$ cat config.mk
export PLATFORM = sky130hd
export DESIGN_NAME = memory_type_range_lookup
export DESIGN_NICKNAME = d
export VERILOG_FILES = /design/src/rtl/mtrl_pkg.sv /design/src/rtl/memory_type_range_lookup.sv /design/src/rtl/mtrl_fixed.sv /design/src/rtl/mtrl_cell.sv
export VERILOG_INCLUDE_DIRS = /design/src /design/src/rtl
export SDC_FILE = /design/constraint.sdc
export NUM_CORES = 2
export LEC_CHECK = 0
export BUFFER_PORTS_ARGS = -buffer_cell sky130_fd_sc_hd__buf_4
export CAP_MARGIN = 30
export CORE_ASPECT_RATIO = 2
export CORE_MARGIN = 3
export CORE_UTILIZATION = 43
export DETAILED_ROUTE_END_ITERATION = 8
export GPL_TIMING_DRIVEN = 0
export SLEW_MARGIN = 25
export SYNTH_ARGS = -nofsm -noshare
export SYNTH_HDL_FRONTEND = slang
export SYNTH_HIERARCHICAL = 1
export SYNTH_SLANG_ARGS = --single-unit
$ cat constraint.sdc
create_clock -name clk -period 19.3 [get_ports clk]
set_clock_uncertainty 0.15 [all_clocks]
set_input_delay 4.825 -clock clk [delete_from_list [all_inputs] [get_ports clk]]
set_output_delay 4.825 -clock clk [all_outputs]
set_load 0.005 [all_outputs]
$ cat src/rtl/memory_type_range_lookup_macros.svh
// Assertion macros used by memory_type_range_lookup. They vanish in synthesis builds.
`ifndef MEMORY_TYPE_RANGE_LOOKUP_MACROS_SVH
`define MEMORY_TYPE_RANGE_LOOKUP_MACROS_SVH

`ifndef SYNTHESIS

// The consequent must hold in the same cycle as the antecedent.
`define MTRL_ASSERT_SAME(label, clk, rst_n, ante, cons) \
  label: assert property (@(posedge clk) disable iff (!rst_n) (ante) |-> (cons)) \
    else $error("memory_type_range_lookup: assertion failed");

// The consequent must hold in the cycle after the antecedent.
`define MTRL_ASSERT_NEXT(label, clk, rst_n, ante, cons) \
  label: assert property (@(posedge clk) disable iff (!rst_n) (ante) |=> (cons)) \
    else $error("memory_type_range_lookup: assertion failed");

`else

`define MTRL_ASSERT_SAME(label, clk, rst_n, ante, cons)
`define MTRL_ASSERT_NEXT(label, clk, rst_n, ante, cons)

`endif

`endif

$ cat src/rtl/mtrl_pkg.sv
package mtrl_pkg;

  localparam int RANGE_SLOTS = 8;
  localparam int FIXED_WORDS = 11;
  localparam int ADDR_W      = 52;
  localparam int PAGE_LSB    = 12;
  localparam int PAGE_W      = ADDR_W - PAGE_LSB;
  localparam int TYPE_W      = 8;
  localparam int FIXED_IDX_W = $clog2(FIXED_WORDS);
  localparam int FIXED_SPAN_W = 20;  // fixed entries cover the first 1 MiB

  // Command codes.
  localparam logic [1:0] CMD_LOOKUP     = 2'd0;
  localparam logic [1:0] CMD_WRITE_FIX  = 2'd1;
  localparam logic [1:0] CMD_WRITE_BASE = 2'd2;
  localparam logic [1:0] CMD_WRITE_MASK = 2'd3;

  // Configuration register indexes.
  localparam logic [1:0] CFG_FIXED_PRESENT = 2'd0;
  localparam logic [1:0] CFG_RANGE_COUNT   = 2'd1;
  localparam logic [1:0] CFG_FALLBACK_TYPE = 2'd2;

  // Memory type codes that take part in the merge.
  localparam logic [TYPE_W-1:0] TYPE_UC = 8'd0;
  localparam logic [TYPE_W-1:0] TYPE_WT = 8'd4;
  localparam logic [TYPE_W-1:0] TYPE_WB = 8'd6;

  // Result source codes.
  localparam logic [1:0] SRC_FIXED   = 2'd0;
  localparam logic [1:0] SRC_RANGE   = 2'd1;
  localparam logic [1:0] SRC_DEFAULT = 2'd2;

  // Lookup token passed from cell to cell.
  typedef struct packed {
    logic              valid;
    logic              bypass;  // resolved by the fixed ranges already
    logic              found;
    logic [TYPE_W-1:0] cur;
    logic [PAGE_W-1:0] page;
  } tok_t;

endpackage

$ cat src/rtl/memory_type_range_lookup.sv
// A lookup walks the row of range cells, cell 0 first, and its result is then registered
// in the output register. A new lookup or write to the fixed words and range registers
// is taken only once the previous lookup has left the row; a blocked output stalls the row.
// Reset (rst_n, synchronous, active low) clears all fixed words and ranges, empties the
// cell row and output register, and sets fixed_present 1, range_count 8, default type 0.
module memory_type_range_lookup (
  input  logic         clk,
  input  logic         rst_n,
  // Input channel.
  input  logic         in_tvalid,
  output logic         in_tready,
  input  logic [127:0] in_tdata,   // cmd[1:0], slot[5:2], wdata[69:6], phys_addr[121:70]
  // Result channel.
  output logic         out_tvalid,
  input  logic         out_tready,
  output logic [15:0]  out_tdata,  // mem_type[7:0], source[9:8]
  // Configuration write channel.
  input  logic         cfg_valid,
  output logic         cfg_ready,
  input  logic [1:0]   cfg_index,
  input  logic [7:0]   cfg_data
);

  `include "memory_type_range_lookup_macros.svh"

  localparam int N = mtrl_pkg::RANGE_SLOTS;

  // Input fields.
  logic [1:0]                   in_cmd;
  logic [3:0]                   in_slot;
  logic [63:0]                  in_wdata;
  logic [mtrl_pkg::ADDR_W-1:0]  in_addr;

  assign in_cmd   = in_tdata[1:0];
  assign in_slot  = in_tdata[5:2];
  assign in_wdata = in_tdata[69:6];
  assign in_addr  = in_tdata[121:70];

  // Configuration registers. Writes are always taken at once.
  logic       fixed_present_r;
  logic [3:0] range_count_r;
  logic [7:0] fallback_type_r;

  assign cfg_ready = 1'b1;

  always_ff @(posedge clk) begin
    if (!rst_n) begin
      fixed_present_r <= 1'b1;
      range_count_r   <= 4'd8;
      fallback_type_r <= '0;
    end else if (cfg_valid) begin
      case (cfg_index)
        mtrl_pkg::CFG_FIXED_PRESENT: fixed_present_r <= cfg_data[0];
        mtrl_pkg::CFG_RANGE_COUNT:   range_count_r   <= cfg_data[3:0];
        mtrl_pkg::CFG_FALLBACK_TYPE: fallback_type_r <= cfg_data;
        default: ;
      endcase
    end
  end

  // The row holds at most one lookup token. A new item is taken only when the row is
  // empty, so writes never race a lookup in flight and each lookup sees all earlier
  // writes. The output register lets the next item enter while a result waits.
  mtrl_pkg::tok_t tok [N+1];
  logic [N-1:0]   row_valid;
  logic           busy;
  logic           in_xfer;
  logic           adv;
  logic           out_load;

  assign busy      = |row_valid;
  assign in_tready = !busy;
  assign in_xfer   = in_tvalid && in_tready;

  // Fixed-range words and their lookup.
  logic                          fix_we;
  logic [mtrl_pkg::TYPE_W-1:0]   fixed_type;
  logic                          fixed_hit;

  assign fix_we = in_xfer && in_cmd == mtrl_pkg::CMD_WRITE_FIX &&
                  32'(in_slot) < 32'(mtrl_pkg::FIXED_WORDS);

  mtrl_fixed u_fixed (
    .clk        (clk),
    .rst_n      (rst_n),
    .we         (fix_we),
    .slot       (in_slot),
    .wdata      (in_wdata),
    .addr       (in_addr[mtrl_pkg::FIXED_SPAN_W-1:0]),
    .fixed_type (fixed_type)
  );

  assign fixed_hit = fixed_present_r &&
                     in_addr[mtrl_pkg::ADDR_W-1:mtrl_pkg::FIXED_SPAN_W] == '0;

  // Head token: an address served by the fixed ranges rides the row untouched.
  always_comb begin
    tok[0].valid  = in_xfer && in_cmd == mtrl_pkg::CMD_LOOKUP;
    tok[0].bypass = fixed_hit;
    tok[0].found  = 1'b0;
    tok[0].cur    = fixed_hit ? fixed_type : mtrl_pkg::TYPE_WB;
    tok[0].page   = in_addr[mtrl_pkg::ADDR_W-1:mtrl_pkg::PAGE_LSB];
  end

  // The row moves unless the token sits in the last cell and the output is blocked.
  assign out_load = tok[N].valid && (!out_tvalid || out_tready);
  assign adv      = !tok[N].valid || out_load;

  for (genvar i = 0; i < N; i++) begin : g_cell
    logic en;
    logic we_base;
    logic we_mask;

    // A cell joins the search only when it lies below range_count.
    assign en      = 32'(range_count_r) > 32'(i);
    assign we_base = in_xfer && in_cmd == mtrl_pkg::CMD_WRITE_BASE && 32'(in_slot) == 32'(i);
    assign we_mask = in_xfer && in_cmd == mtrl_pkg::CMD_WRITE_MASK && 32'(in_slot) == 32'(i);

    mtrl_cell u_cell (
      .clk     (clk),
      .rst_n   (rst_n),
      .adv     (adv),
      .en      (en),
      .we_base (we_base),
      .we_mask (we_mask),
      .wdata   (in_wdata[mtrl_pkg::ADDR_W-1:0]),
      .tok_in  (tok[i]),
      .tok_out (tok[i+1])
    );

    assign row_valid[i] = tok[i+1].valid;
  end

  // Output register. The default type is read here, after the walk.
  logic                        out_valid_r;
  logic [mtrl_pkg::TYPE_W-1:0] out_type_r;
  logic [1:0]                  out_src_r;

  always_ff @(posedge clk) begin
    if (!rst_n) begin
      out_valid_r <= 1'b0;
    end else if (out_load) begin
      out_valid_r <= 1'b1;
    end else if (out_tready) begin
      out_valid_r <= 1'b0;
    end
  end

  always_ff @(posedge clk) begin
    if (out_load) begin
      if (tok[N].bypass) begin
        out_type_r <= tok[N].cur;
        out_src_r  <= mtrl_pkg::SRC_FIXED;
      end else if (tok[N].found) begin
        out_type_r <= tok[N].cur;
        out_src_r  <= mtrl_pkg::SRC_RANGE;
      end else begin
        out_type_r <= fallback_type_r;
        out_src_r  <= mtrl_pkg::SRC_DEFAULT;
      end
    end
  end

  assign out_tvalid = out_valid_r;
  assign out_tdata  = {6'b0, out_src_r, out_type_r};

  // Only one lookup may be in flight along the row.
  `MTRL_ASSERT_SAME(a_one_token, clk, rst_n, 1'b1, $countones(row_valid) <= 1)
  // An accepted lookup lands in the first cell on the next edge.
  `MTRL_ASSERT_NEXT(a_head_enters, clk, rst_n, tok[0].valid, tok[1].valid)
  // Input is taken only while the row is empty.
  `MTRL_ASSERT_SAME(a_ready_empty, clk, rst_n, in_tready, row_valid == '0)
  // A valid result never carries an unused source code.
  `MTRL_ASSERT_SAME(a_src_legal, clk, rst_n, out_tvalid,
                    out_src_r == mtrl_pkg::SRC_FIXED || out_src_r == mtrl_pkg::SRC_RANGE ||
                    out_src_r == mtrl_pkg::SRC_DEFAULT)

endmodule

$ cat src/rtl/mtrl_fixed.sv
module mtrl_fixed (
  input  logic                                 clk,
  input  logic                                 rst_n,
  input  logic                                 we,
  input  logic [mtrl_pkg::FIXED_IDX_W-1:0]     slot,
  input  logic [63:0]                          wdata,
  input  logic [mtrl_pkg::FIXED_SPAN_W-1:0]    addr,
  output logic [mtrl_pkg::TYPE_W-1:0]          fixed_type
);

  logic [63:0]                      words_r [mtrl_pkg::FIXED_WORDS];
  logic [mtrl_pkg::FIXED_IDX_W-1:0] widx;
  logic [2:0]                       bidx;
  logic [63:0]                      word;

  always_ff @(posedge clk) begin
    if (!rst_n) begin
      for (int i = 0; i < mtrl_pkg::FIXED_WORDS; i++) begin
        words_r[i] <= '0;
      end
    end else if (we) begin
      words_r[slot] <= wdata;
    end
  end

  // 64 KiB entries below 512 KiB, 16 KiB entries up to 768 KiB, 4 KiB above.
  always_comb begin
    if (addr[19] == 1'b0) begin
      widx = '0;
      bidx = addr[18:16];
    end else if (addr[18] == 1'b0) begin
      widx = (addr[17] == 1'b0) ? 4'd1 : 4'd2;
      bidx = addr[16:14];
    end else begin
      widx = 4'd3 + {1'b0, addr[17:15]};
      bidx = addr[14:12];
    end
  end

  assign word       = words_r[widx];
  assign fixed_type = word[{bidx, 3'b000} +: mtrl_pkg::TYPE_W];

endmodule

$ cat src/rtl/mtrl_cell.sv
module mtrl_cell (
  input  logic                              clk,
  input  logic                              rst_n,
  input  logic                              adv,
  input  logic                              en,
  input  logic                              we_base,
  input  logic                              we_mask,
  input  logic [mtrl_pkg::ADDR_W-1:0]       wdata,
  input  mtrl_pkg::tok_t                    tok_in,
  output mtrl_pkg::tok_t                    tok_out
);

  logic [mtrl_pkg::PAGE_W-1:0] base_page_r;
  logic [mtrl_pkg::TYPE_W-1:0] base_type_r;
  logic [mtrl_pkg::PAGE_W-1:0] mask_page_r;
  logic                        mask_valid_r;
  mtrl_pkg::tok_t              tok_r;
  mtrl_pkg::tok_t              tok_nxt;
  logic                        hit;

  always_ff @(posedge clk) begin
    if (!rst_n) begin
      base_page_r  <= '0;
      base_type_r  <= '0;
      mask_page_r  <= '0;
      mask_valid_r <= 1'b0;
    end else begin
      if (we_base) begin
        base_page_r <= wdata[mtrl_pkg::ADDR_W-1:mtrl_pkg::PAGE_LSB];
        base_type_r <= wdata[mtrl_pkg::TYPE_W-1:0];
      end
      if (we_mask) begin
        mask_page_r  <= wdata[mtrl_pkg::ADDR_W-1:mtrl_pkg::PAGE_LSB];
        mask_valid_r <= wdata[11];
      end
    end
  end

  assign hit = tok_in.valid && !tok_in.bypass && en && mask_valid_r &&
               ((mask_page_r & base_page_r) == (mask_page_r & tok_in.page));

  // UC sticks once found; WT wins over WB; otherwise the later range wins.
  always_comb begin
    tok_nxt = tok_in;
    if (hit) begin
      tok_nxt.found = 1'b1;
      if (tok_in.found && tok_in.cur == mtrl_pkg::TYPE_UC) begin
        tok_nxt.cur = mtrl_pkg::TYPE_UC;
      end else if ((base_type_r == mtrl_pkg::TYPE_WT && tok_in.cur == mtrl_pkg::TYPE_WB) ||
                   (tok_in.found && base_type_r == mtrl_pkg::TYPE_WB &&
                    tok_in.cur == mtrl_pkg::TYPE_WT)) begin
        tok_nxt.cur = mtrl_pkg::TYPE_WT;
      end else begin
        tok_nxt.cur = base_type_r;
      end
    end
  end

  always_ff @(posedge clk) begin
    if (!rst_n) begin
      tok_r <= '0;
    end else if (adv) begin
      tok_r <= tok_nxt;
    end
  end

  assign tok_out = tok_r;

endmodule
==> results.toml <==
[outcome]
outcome = "complete, no violations"

[worst_setup_path]
required_ns = 19.90
cp-start-kind = "input pin"
critPathCaptureType = "flop"
crit_type = "in2reg"
worst_ep_arrival_time_ns = 12.65
path_buf_inv = 9
crit_chain = "buf_4 -> buf_6 -> clkbuf_1 -> inv_1 -> ha_1 -> nand2_1 -> nand3_1 -> buf_6 -> buf_4 -> nand3_1 -> clkbuf_1 -> o22ai_1 -> nor4_2 -> buf_4 -> a211oi_2 -> o211a_1 -> inv_1 -> nor4_1 -> o21ai_0 -> a31oi_1 -> o41ai_2 -> or4_1 -> a31oi_1"
cpMaxStageDelayCell = "a211oi_2"
worst_path_most_repeated_cell = "buf_4"
path_max_fanout = 10
cp_top_family = "buffers and inverters"
worst_path_largest_cell_delay_ns = 0.70

[floorplan]
die-width_um = 332.2
dieArea_mm2 = 0.2187
rows = 238
core_mm2 = 0.2108
die_h_um = 658.3
start_util = 0.4339
num_io_pins = 162

[timing]
fin_hold_ws_ns = 0.3463
rsz0062_at_grt = "no"
finalHoldViolCount = 0
slew_headroom = 0.2406
setup_violations = 0
max_freq_mhz = 82.97
period_minus_slack_ns = 12.05
final.period_utilization = 0.6245
slew_violations = 0
worst_pin_slew_ns = 1.129

[global_routing]
grt_max_degree = 58
grt_pass1_vias = 66370
grt-busiest-layer = "met2"
grt_overflow_total = 0
grt_pass1_wl_um = 527800
grt_usage = 0.3475
grtUsageMet1 = 0.3190
antenna_found_initial = 37
use_met3 = 0.05969
use_met2 = 0.6304

[min_path]
hold_path_class = "reg2reg"

[synth]
syn_area_per_cell_um2 = 11.53
syn_inst = 7933
yosys_warnings = 6
syn_area_mm2 = 0.09148

[clock_tree]
cts_buffers = 196
insertion_delay_ns = 0.87
cts.sinks = 2128
ctsRootBufferMaster = "clkbuf_16"
htreeDepth = 4
holdBufCountCts = 0
tritoncts = "yes"
post_cts_resized = 0
cts_setup_buffers = 0
path_clk_slew_ns = 0.06
clockBufferDepth = 4

[final_layout]
fin_nets = 8503
seq_area_mm2 = 0.05231
final_common_cell = "mux2i_1"
multi_input_area_mm2 = 0.03636
final_cell_mix = "mux2i_1 (1212), dfxtp_1 (1158), nor2b_1 (1024)"
fillerInstances = 19400
area_growth_syn_to_layout_pct = 13.59
drive_gt1_frac = 0.09433
finalInstanceArea_mm2 = 0.1039

[placed_design]
place_area_mm2 = 0.09738
gp_congestion = 0.9931
dp_hpwl_um = 290900
place.port_buffers = 136

[power]
vdd_drop_max_v = 0.00007180
power_density_mw_per_mm2 = 91.77
p_leak_nw = 37.77

[routing]
viasPerCell = 5.875
wirelength_um = 389000
dr.pass1.iters = 8
ant_nets = 0
dr_total_vias = 66330
drc = 0
avgRoutedWirePerCell_um = 34.45
drt_iter0_drc = 5673

[run]
cap_violations = 0
[metrics by stage]
step / setup TNS (ns) / utilization / instances / total power, W / worst slack [ns]
floorplan: 0 / - / 7939 / 0.005205 / 7.634
global placement: -73.55 / 0.4552 / 10840 / 0.005588 / -0.9386
detailed placement: 0 / 0.4619 / 10920 / 0.005603 / 6.788
CTS: 0 / 0.4924 / 11270 / 0.009564 / 7.657
global route: 0 / 0.4927 / 11270 / 0.009744 / 7.236
finish: 0 / 0.4929 / 11290 / 0.009537 / 7.247
[registers in the layout, indices dropped and copies added (netlist names), 2 cells and up]
register,count
out_type_r,8
g_cell.u_cell/mask_valid_r,8
range_count_r,4
g_cell.u_cell/base_page_r,320
u_fixed/words_r,1024
g_cell.u_cell/base_type_r,64
g_cell.u_cell/mask_page_r,320
out_src_r,2
fallback_type_r,8
g_cell.u_cell/tok_out,368
[area by class of cell]
cell class / count / area share
diodes: 17 / 0.0004094
plain buffers: 586 / 0.02608
clock buffers: 265 / 0.05270
clock inverters: 87 / 0.009199
inverters: 106 / 0.003829
multi-input cells: 5119 / 0.3499
flip-flops and latches: 2128 / 0.5034
well taps: 2760 / 0.03323
repair buffers: 222 / 0.02129
[report_power, final]
part	switching (W)	internal, W
Sequential	0.0000462	0.00477
Clock	0.00177	0.00224
Combinational	0.000511	0.000202
Total	0.00232	0.00721
[routing by layer]
metal,share of wire,vias to the layer above
li1,-,28890
met5,0.00053,-
met1,0.30,32810
met3,0.059,1449
met2,0.51,3151
met4,0.13,30
[worst register-to-register path: cells and delay by family (launching register included)]
kind	cells	cell delay (ns)
compound gates	1	0.34
flops	1	0.40
buf+inv	8	2.18
simple gates	5	2.66
[worst paths after layout]
kind	start	end	slack (ns)	cells past startpoint
max	in_tdata[85]	g_cell[0].u_cell/tok_out[41]$_SDFFE_PN0P_	7.25	23
min	g_cell[7].u_cell/tok_out[42]$_SDFFE_PN0P_	g_cell[7].u_cell/tok_out[42]$_SDFFE_PN0P_	0.35	2
max reg2reg	g_cell[0].u_cell/tok_out[50]$_SDFFE_PN0P_	u_fixed/words_r[12][60]$_DFFE_PP_	13.25	14
min reg2reg	g_cell[7].u_cell/tok_out[42]$_SDFFE_PN0P_	g_cell[7].u_cell/tok_out[42]$_SDFFE_PN0P_	0.35	2
Power figures use the tool's default switching activity.
